<file path="src/hw/rtl/btcp_pkg.sv">
// Shared types and constants of the binary tile code packer.
// Used by every module of the block but btcp_ram and btcp_checker; depends on nothing else.
`timescale 1ns / 1ps
`default_nettype none

package btcp_pkg;

  // Field and counter widths.
  localparam int unsigned PIX_W    = 8;
  localparam int unsigned CODE_W   = 25;
  localparam int unsigned CODE_TOP = 24;
  localparam int unsigned TROW_W   = 10;
  localparam int unsigned TCOL_W   = 8;
  localparam int unsigned COL_W    = 11;
  localparam int unsigned ROW_W    = 12;
  localparam int unsigned HEIGHT_W = 13;
  localparam int unsigned CFG_W    = 13;
  localparam int unsigned BITPOS_W = 5;

  // Pixel value that sets its code bit.
  localparam logic [PIX_W-1:0] PIX_ONE = 8'd1;

  // Result queue sizing.
  localparam int unsigned OQ_DEPTH = 4;
  localparam int unsigned OQ_PW    = 2;
  localparam int unsigned OQ_CW    = 3;

  // Configuration register indexes.
  typedef enum logic [0:0] {
    REG_IMAGE_WIDTH  = 1'b0,
    REG_IMAGE_HEIGHT = 1'b1
  } cfg_reg_e;

  // Decoded position of one pixel.
  typedef struct packed {
    logic                in_tile;
    logic                first;
    logic                last_px;
    logic                frame_last;
    logic [BITPOS_W-1:0] bitpos;
    logic [COL_W-1:0]    tc;
    logic [TROW_W-1:0]   tr;
  } pos_t;

  // One finished tile.
  typedef struct packed {
    logic [TCOL_W-1:0] tile_col;
    logic [TROW_W-1:0] tile_row;
    logic [CODE_W-1:0] tile_code;
    logic              frame_last;
  } result_t;

endpackage

`default_nettype wire

</file>
<file path="src/hw/rtl/btcp_pos.sv">
// Raster position tracker: pixel and tile counters, tile membership and bit index.
// Depends on btcp_pkg.
`timescale 1ns / 1ps
`default_nettype none

module btcp_pos
  import btcp_pkg::*;
#(
  parameter int unsigned BLOCK         = 5,
  parameter int unsigned MAX_TILE_COLS = 256
) (
  input  wire logic                clk_i,
  input  wire logic                rst_ni,
  input  wire logic                accept_i,
  input  wire logic                frame_start_i,
  input  wire logic [COL_W-1:0]    image_width_i,
  input  wire logic [HEIGHT_W-1:0] image_height_i,
  output pos_t                     pos_o
);

  localparam int unsigned LcW = (BLOCK > 1) ? $clog2(BLOCK) : 1;
  localparam logic [LcW-1:0] LcMax = LcW'(BLOCK - 1);

  // Counter registers: pixel column/row plus their tile decomposition.
  logic [COL_W-1:0]  col_q, col_d, col_c;
  logic [LcW-1:0]    lc_q, lc_d, lc_c;
  logic [COL_W-1:0]  tc_q, tc_d, tc_c;
  logic [COL_W-1:0]  tsc_q, tsc_d, tsc_c;
  logic [ROW_W-1:0]  row_q, row_d, row_c;
  logic [LcW-1:0]    lr_q, lr_d, lr_c;
  logic [TROW_W-1:0] tr_q, tr_d, tr_c;
  logic [ROW_W-1:0]  tsr_q, tsr_d, tsr_c;

  logic              in_x, in_y, last_x, last_y, col_wrap, row_wrap;
  logic [BITPOS_W-1:0] bit_idx;

  // A frame start restarts the raster at the top-left corner.
  always_comb begin
    col_c = frame_start_i ? '0 : col_q;
    lc_c  = frame_start_i ? '0 : lc_q;
    tc_c  = frame_start_i ? '0 : tc_q;
    tsc_c = frame_start_i ? '0 : tsc_q;
    row_c = frame_start_i ? '0 : row_q;
    lr_c  = frame_start_i ? '0 : lr_q;
    tr_c  = frame_start_i ? '0 : tr_q;
    tsr_c = frame_start_i ? '0 : tsr_q;
  end

  // Tile membership and last-tile tests against the current image size.
  always_comb begin
    in_x = (({1'b0, tsc_c} + (COL_W+1)'(BLOCK)) <= {1'b0, image_width_i}) &&
           ({1'b0, tc_c} < (COL_W+1)'(MAX_TILE_COLS));
    last_x = (({1'b0, tsc_c} + (COL_W+1)'(2 * BLOCK)) > {1'b0, image_width_i}) ||
             ({1'b0, tc_c} == (COL_W+1)'(MAX_TILE_COLS - 1));
    in_y = (({1'b0, tsr_c} + HEIGHT_W'(BLOCK)) <= image_height_i);
    last_y = (({1'b0, tsr_c} + HEIGHT_W'(2 * BLOCK)) > image_height_i);
    bit_idx = BITPOS_W'(lr_c) * BITPOS_W'(BLOCK) + BITPOS_W'(lc_c);
  end

  always_comb begin
    pos_o.in_tile    = in_x && in_y;
    pos_o.first      = (lr_c == '0) && (lc_c == '0);
    pos_o.last_px    = (lr_c == LcMax) && (lc_c == LcMax);
    pos_o.frame_last = last_x && last_y;
    pos_o.bitpos     = BITPOS_W'(CODE_TOP) - bit_idx;
    pos_o.tc         = tc_c;
    pos_o.tr         = tr_c;
  end

  // Advance to the next raster position.
  always_comb begin
    col_wrap = (({1'b0, col_c} + (COL_W+1)'(1)) >= {1'b0, image_width_i}) || (col_c == '1);
    row_wrap = (({1'b0, row_c} + HEIGHT_W'(1)) >= image_height_i) || (row_c == '1);

    col_d = col_c + COL_W'(1);
    lc_d  = lc_c + LcW'(1);
    tc_d  = tc_c;
    tsc_d = tsc_c;
    if (lc_c == LcMax) begin
      lc_d  = '0;
      tc_d  = tc_c + COL_W'(1);
      tsc_d = tsc_c + COL_W'(BLOCK);
    end

    row_d = row_c;
    lr_d  = lr_c;
    tr_d  = tr_c;
    tsr_d = tsr_c;
    if (col_wrap) begin
      col_d = '0;
      lc_d  = '0;
      tc_d  = '0;
      tsc_d = '0;
      if (row_wrap) begin
        row_d = '0;
        lr_d  = '0;
        tr_d  = '0;
        tsr_d = '0;
      end else begin
        row_d = row_c + ROW_W'(1);
        lr_d  = lr_c + LcW'(1);
        if (lr_c == LcMax) begin
          lr_d  = '0;
          tr_d  = tr_c + TROW_W'(1);
          tsr_d = tsr_c + ROW_W'(BLOCK);
        end
      end
    end
  end

  always_ff @(posedge clk_i or negedge rst_ni) begin
    if (!rst_ni) begin
      col_q <= '0;
      lc_q  <= '0;
      tc_q  <= '0;
      tsc_q <= '0;
      row_q <= '0;
      lr_q  <= '0;
      tr_q  <= '0;
      tsr_q <= '0;
    end else if (accept_i) begin
      col_q <= col_d;
      lc_q  <= lc_d;
      tc_q  <= tc_d;
      tsc_q <= tsc_d;
      row_q <= row_d;
      lr_q  <= lr_d;
      tr_q  <= tr_d;
      tsr_q <= tsr_d;
    end
  end

endmodule

`default_nettype wire

</file>
<file path="config.mk">
export PLATFORM = sky130hd
export DESIGN_NAME = btcp_pos
export DESIGN_NICKNAME = d
export VERILOG_FILES = /design/src/hw/rtl/btcp_pkg.sv /design/src/hw/rtl/btcp_pos.sv
export SDC_FILE = /design/constraint.sdc
export NUM_CORES = 1
export LEC_CHECK = 0
export BUFFER_PORTS_ARGS = -buffer_cell sky130_fd_sc_hd__buf_4
export CAP_MARGIN = 25
export CORE_MARGIN = 1
export CORE_UTILIZATION = 57
export CTS_CLUSTER_DIAMETER = 100
export DETAILED_ROUTE_END_ITERATION = 16
export PLACE_DENSITY = 0.77
export SYNTH_ARGS = -nofsm -noshare
export SYNTH_HDL_FRONTEND = slang
export SYNTH_SLANG_ARGS = --single-unit
</file>
<file path="constraint.sdc">
create_clock -name clk_i -period 8.28 [get_ports clk_i]
set_input_delay 2.07 -clock clk_i [delete_from_list [all_inputs] [get_ports clk_i]]
set_output_delay 2.07 -clock clk_i [all_outputs]
set_load 0.02 [all_outputs]
</file>
==> results_dict.tcl <==
set metrics [dict create \
    synth_flop_cell "dfrtp_1" \
    r2r_slack_ns 3.72 \
    clock_latency_ns 0.35 \
    clk_pin_slew_ns 0.05 \
    fin_hold_ws_ns 0.4641 \
    die_w_um 114.4 \
    cp.arrival_ns 5.36 \
    wl_per_cell_um 18.04 \
    async_reset_ff_share_pct 100.0 \
    antenna_found_initial 0 \
    path_common_cell "buf_4" \
    switchingPower_w 0.0003265 \
    ys_ff_latch 73 \
    p_per_area_nw_per_um2 129.2 \
    clock.fmax_mhz 134.6 \
    drc 0 \
    start_util_pct 59.25 \
    postCtsSetupBuffers 0 \
    crit_type "primary input to output pin" \
    synth_top_family_by_area "simple AND/OR/NAND/NOR gates" \
    die_area_um2 13100 \
    static-leakage-power_nw 3.583 \
    status "complete, no violations" \
    cts_buffers 9 \
    synth_edf_count 0 \
    routed_wl_um 19750 \
    multi_input_area_um2 4976 \
    ys_seq_area_share_pct 25.35 \
    hold_class "flop to flop" \
    routed-via-count 6900 \
    synth.net_count 1017 \
    cts_tree "built" \
    synthAdderAreaFrac_pct 16.01 \
    cap_violations 0 \
    drtIter0Drc 812 \
    place_congestion 0.9346 \
    yosysTopAreaCell "dfrtp_1" \
    rsz0062_at_grt "no" \
    yosysWarnings 0 \
    synth_cell_types 71 \
    grt_pass1_wl_um 31900 \
    port_buffers 57 \
    swShare_pct 31.56 \
    slew_violations 0 \
    die-height_um 114.4 \
    utilization_pct 65.85 \
    fin_crit_sh_pct 89.71 \
    synthMuxAreaShare_pct 1.007 \
    crit_required_ns 6.21 \
    power_frac_clock_pct 38.8 \
    fin_skew_ns 0.01133 \
    hpwl_um 14240 \
    io_pins 58 \
    synth-simple-area-share_pct 26.36 \
    setup_violations 0 \
    synth_compound_area_share_pct 19.08 \
    avgSynthCellArea_um2 8.024 \
    synth_area_um2 7206 \
    fin_setup_tns_ns 0 \
    grt_pass1_vias 6247 \
    max-slew-margin-rel_pct 30.87 \
    seqCellArea_um2 1827 \
    cts_buffer_depth 2 \
    viasPerCell 6.301 \
    cts-root-buf "clkbuf_16" \
    rr_startpoint "row_q[0]" \
    setup_ws_ns 0.8521 \
    dp_slack_ns 0.8405 \
    worst_pin_slew_ns 1.036 \
    cts_resized 0 \
    postRouteAntennaNets 0 \
    postCtsHoldBufs 0 \
    seqPwrFrac_pct 39.1 \
    n_antenna_cell 0 \
    ys_top_cells_by_area "dfrtp_1 25%, ha_1 15%, nand2_1 4.7%" \
    irDropWorstVdd_uv 99.99 \
    htree_levels 3 \
    critPathTopFamily "compound AO/OA/AOI/OAI gates" \
    p_comb_share_pct 22.1 \
    min_from "tr_q[6]" \
    p_int_w 0.0007083 \
    critPathMaxFanout 33 \
    slowest_delay_ns 0.39 \
    fin_crit_ns 7.428 \
    endpoint_kind "output pin" \
    core_region_area_um2 12160 \
    drive_gt1_share_pct 10.79 \
    syn-instance-count 898 \
    fill_cells 1035 \
    cts_sinks 73 \
    firstDrtPassIters 5 \
    cp_cell_sequence "buf_4 -> inv_1 -> buf_4 -> nand2_1 -> ha_1 -> a21o_1 -> nand4_1 -> or3_1 -> a21oi_1 -> ha_1 -> and4_1 -> a21oi_1 -> o211ai_1 -> a221oi_1 -> o21a_1 -> buf_4" \
    nNetsFinal 1042 \
    path_buf_inv 4 \
    critPathLaunch "frame_start_i" \
    grt.total_usage_pct 31.20 \
    rows 40 \
    overflow 0 \
    cpMaxStageDelayCell "or3_1" \
    worstSetupStartpointType "primary input" \
    synthXorXnorAreaFrac_pct 6.564 \
    grt_max_degree 93 \
    synth_top_area_share_pct 25.35 \
    synthToLayoutAreaGrowth_pct 11.15 \
    finalHoldViolCount 0 \
]
power groups by stage:
stage	logic, W	clock network [W]	registers, W
final	0.000229	0.000401	0.000405
after global routing	0.000254	0.000420	0.000408
after CTS	0.000227	0.000408	0.000403
after detailed placement	0.000225	0	0.000409
after global placement	0.000222	0	0.000410
after floorplan	0.000165	0	0.000394
cell type report:
class,count,share of cell area (%)
flip-flops and latches,73,22.81
clock inverters,5,0.7030
repair buffers,64,6.405
well taps,168,2.625
inverters,50,2.343
clock buffers,10,2.984
multi-input cells,725,62.13
worst paths after layout:
| kind | end | cells after the start |
|---|---|---|
| min in group asynchronous | tsc_q[9] | 1 |
| worst max-delay path | pos_o[29] | 16 |
| max in group asynchronous | tsr_q[9] | 2 |
| worst min-delay path | tr_q[6] | 1 |
| worst min register to register | tr_q[6] | 1 |
| worst max register to register | tr_q[1] | 13 |
synth_stat cells, drive strengths merged (19+ instances only):
master / instances
xor2: 19
dfrtp: 73
o21ai: 55
buf: 19
nor3: 23
nand3: 42
ha: 89
nand4: 22
nor2: 80
nor2b: 45
xnor2: 35
inv: 49
a21oi: 42
nand2: 91
clkbuf: 31
placed cells by master, fill, tap and decap left out, types with 6 or more instances in the layout:
master     count
nand2b_1       6
o2bb2ai_1     14
nand4_1       22
o31ai_1        6
ha_1          89
o21ai_0       52
a21oi_1       42
dfrtp_1       73
nor2_1        78
nor2b_1       45
a31oi_1        6
xor2_1        19
nor3_1        20
clkbuf_16      9
o21a_1        10
o211ai_1      10
nor4_1        11
a22o_1        15
nand3_1       42
xnor2_1       35
a21o_1         8
a211oi_1       7
or4_1         10
inv_1         49
buf_4         62
nand2_1       91
routing by layer:
metal / global-route usage, % / vias up / wire length [um]
met5: 0 / - / 0
met4: 11.77 / 0 / 393
met3: 3.812 / 32 / 1373
met2: 47.03 / 273 / 8713
met1: 45.58 / 3297 / 9272
li1: - / 3298 / -
through the flow:
step | cell area (um^2) | cells | power (W)
after floorplan | 7206 | 898 | 0.0005592
after global placement | 7679 | 1078 | 0.0006322
after detailed placement | 7686 | 1079 | 0.0006348
after CTS | 7981 | 1094 | 0.001038
after global routing | 8009 | 1095 | 0.001082
final | 8009 | 1095 | 0.001035
cell families (layout without fill, tap and decap cells):
group / count (synthesis) / in the layout
buffers and inverters: 100 / 129
multiplexers: 7 / 7
AND/OR/NAND/NOR: 371 / 371
AO/OA/AOI/OAI: 202 / 202
XOR/XNOR: 54 / 54
flip-flops: 73 / 73
adder cells (fa/ha/maj): 91 / 91
sequential cells by signal, indices dropped and copies added, names as in the netlist:
signal  flops
row_q      12
tsr_q      12
col_q      11
tc_q       11
tsc_q      11
tr_q       10
lc_q        3
lr_q        3
No activity file was read; power rests on OpenSTA's default activity.
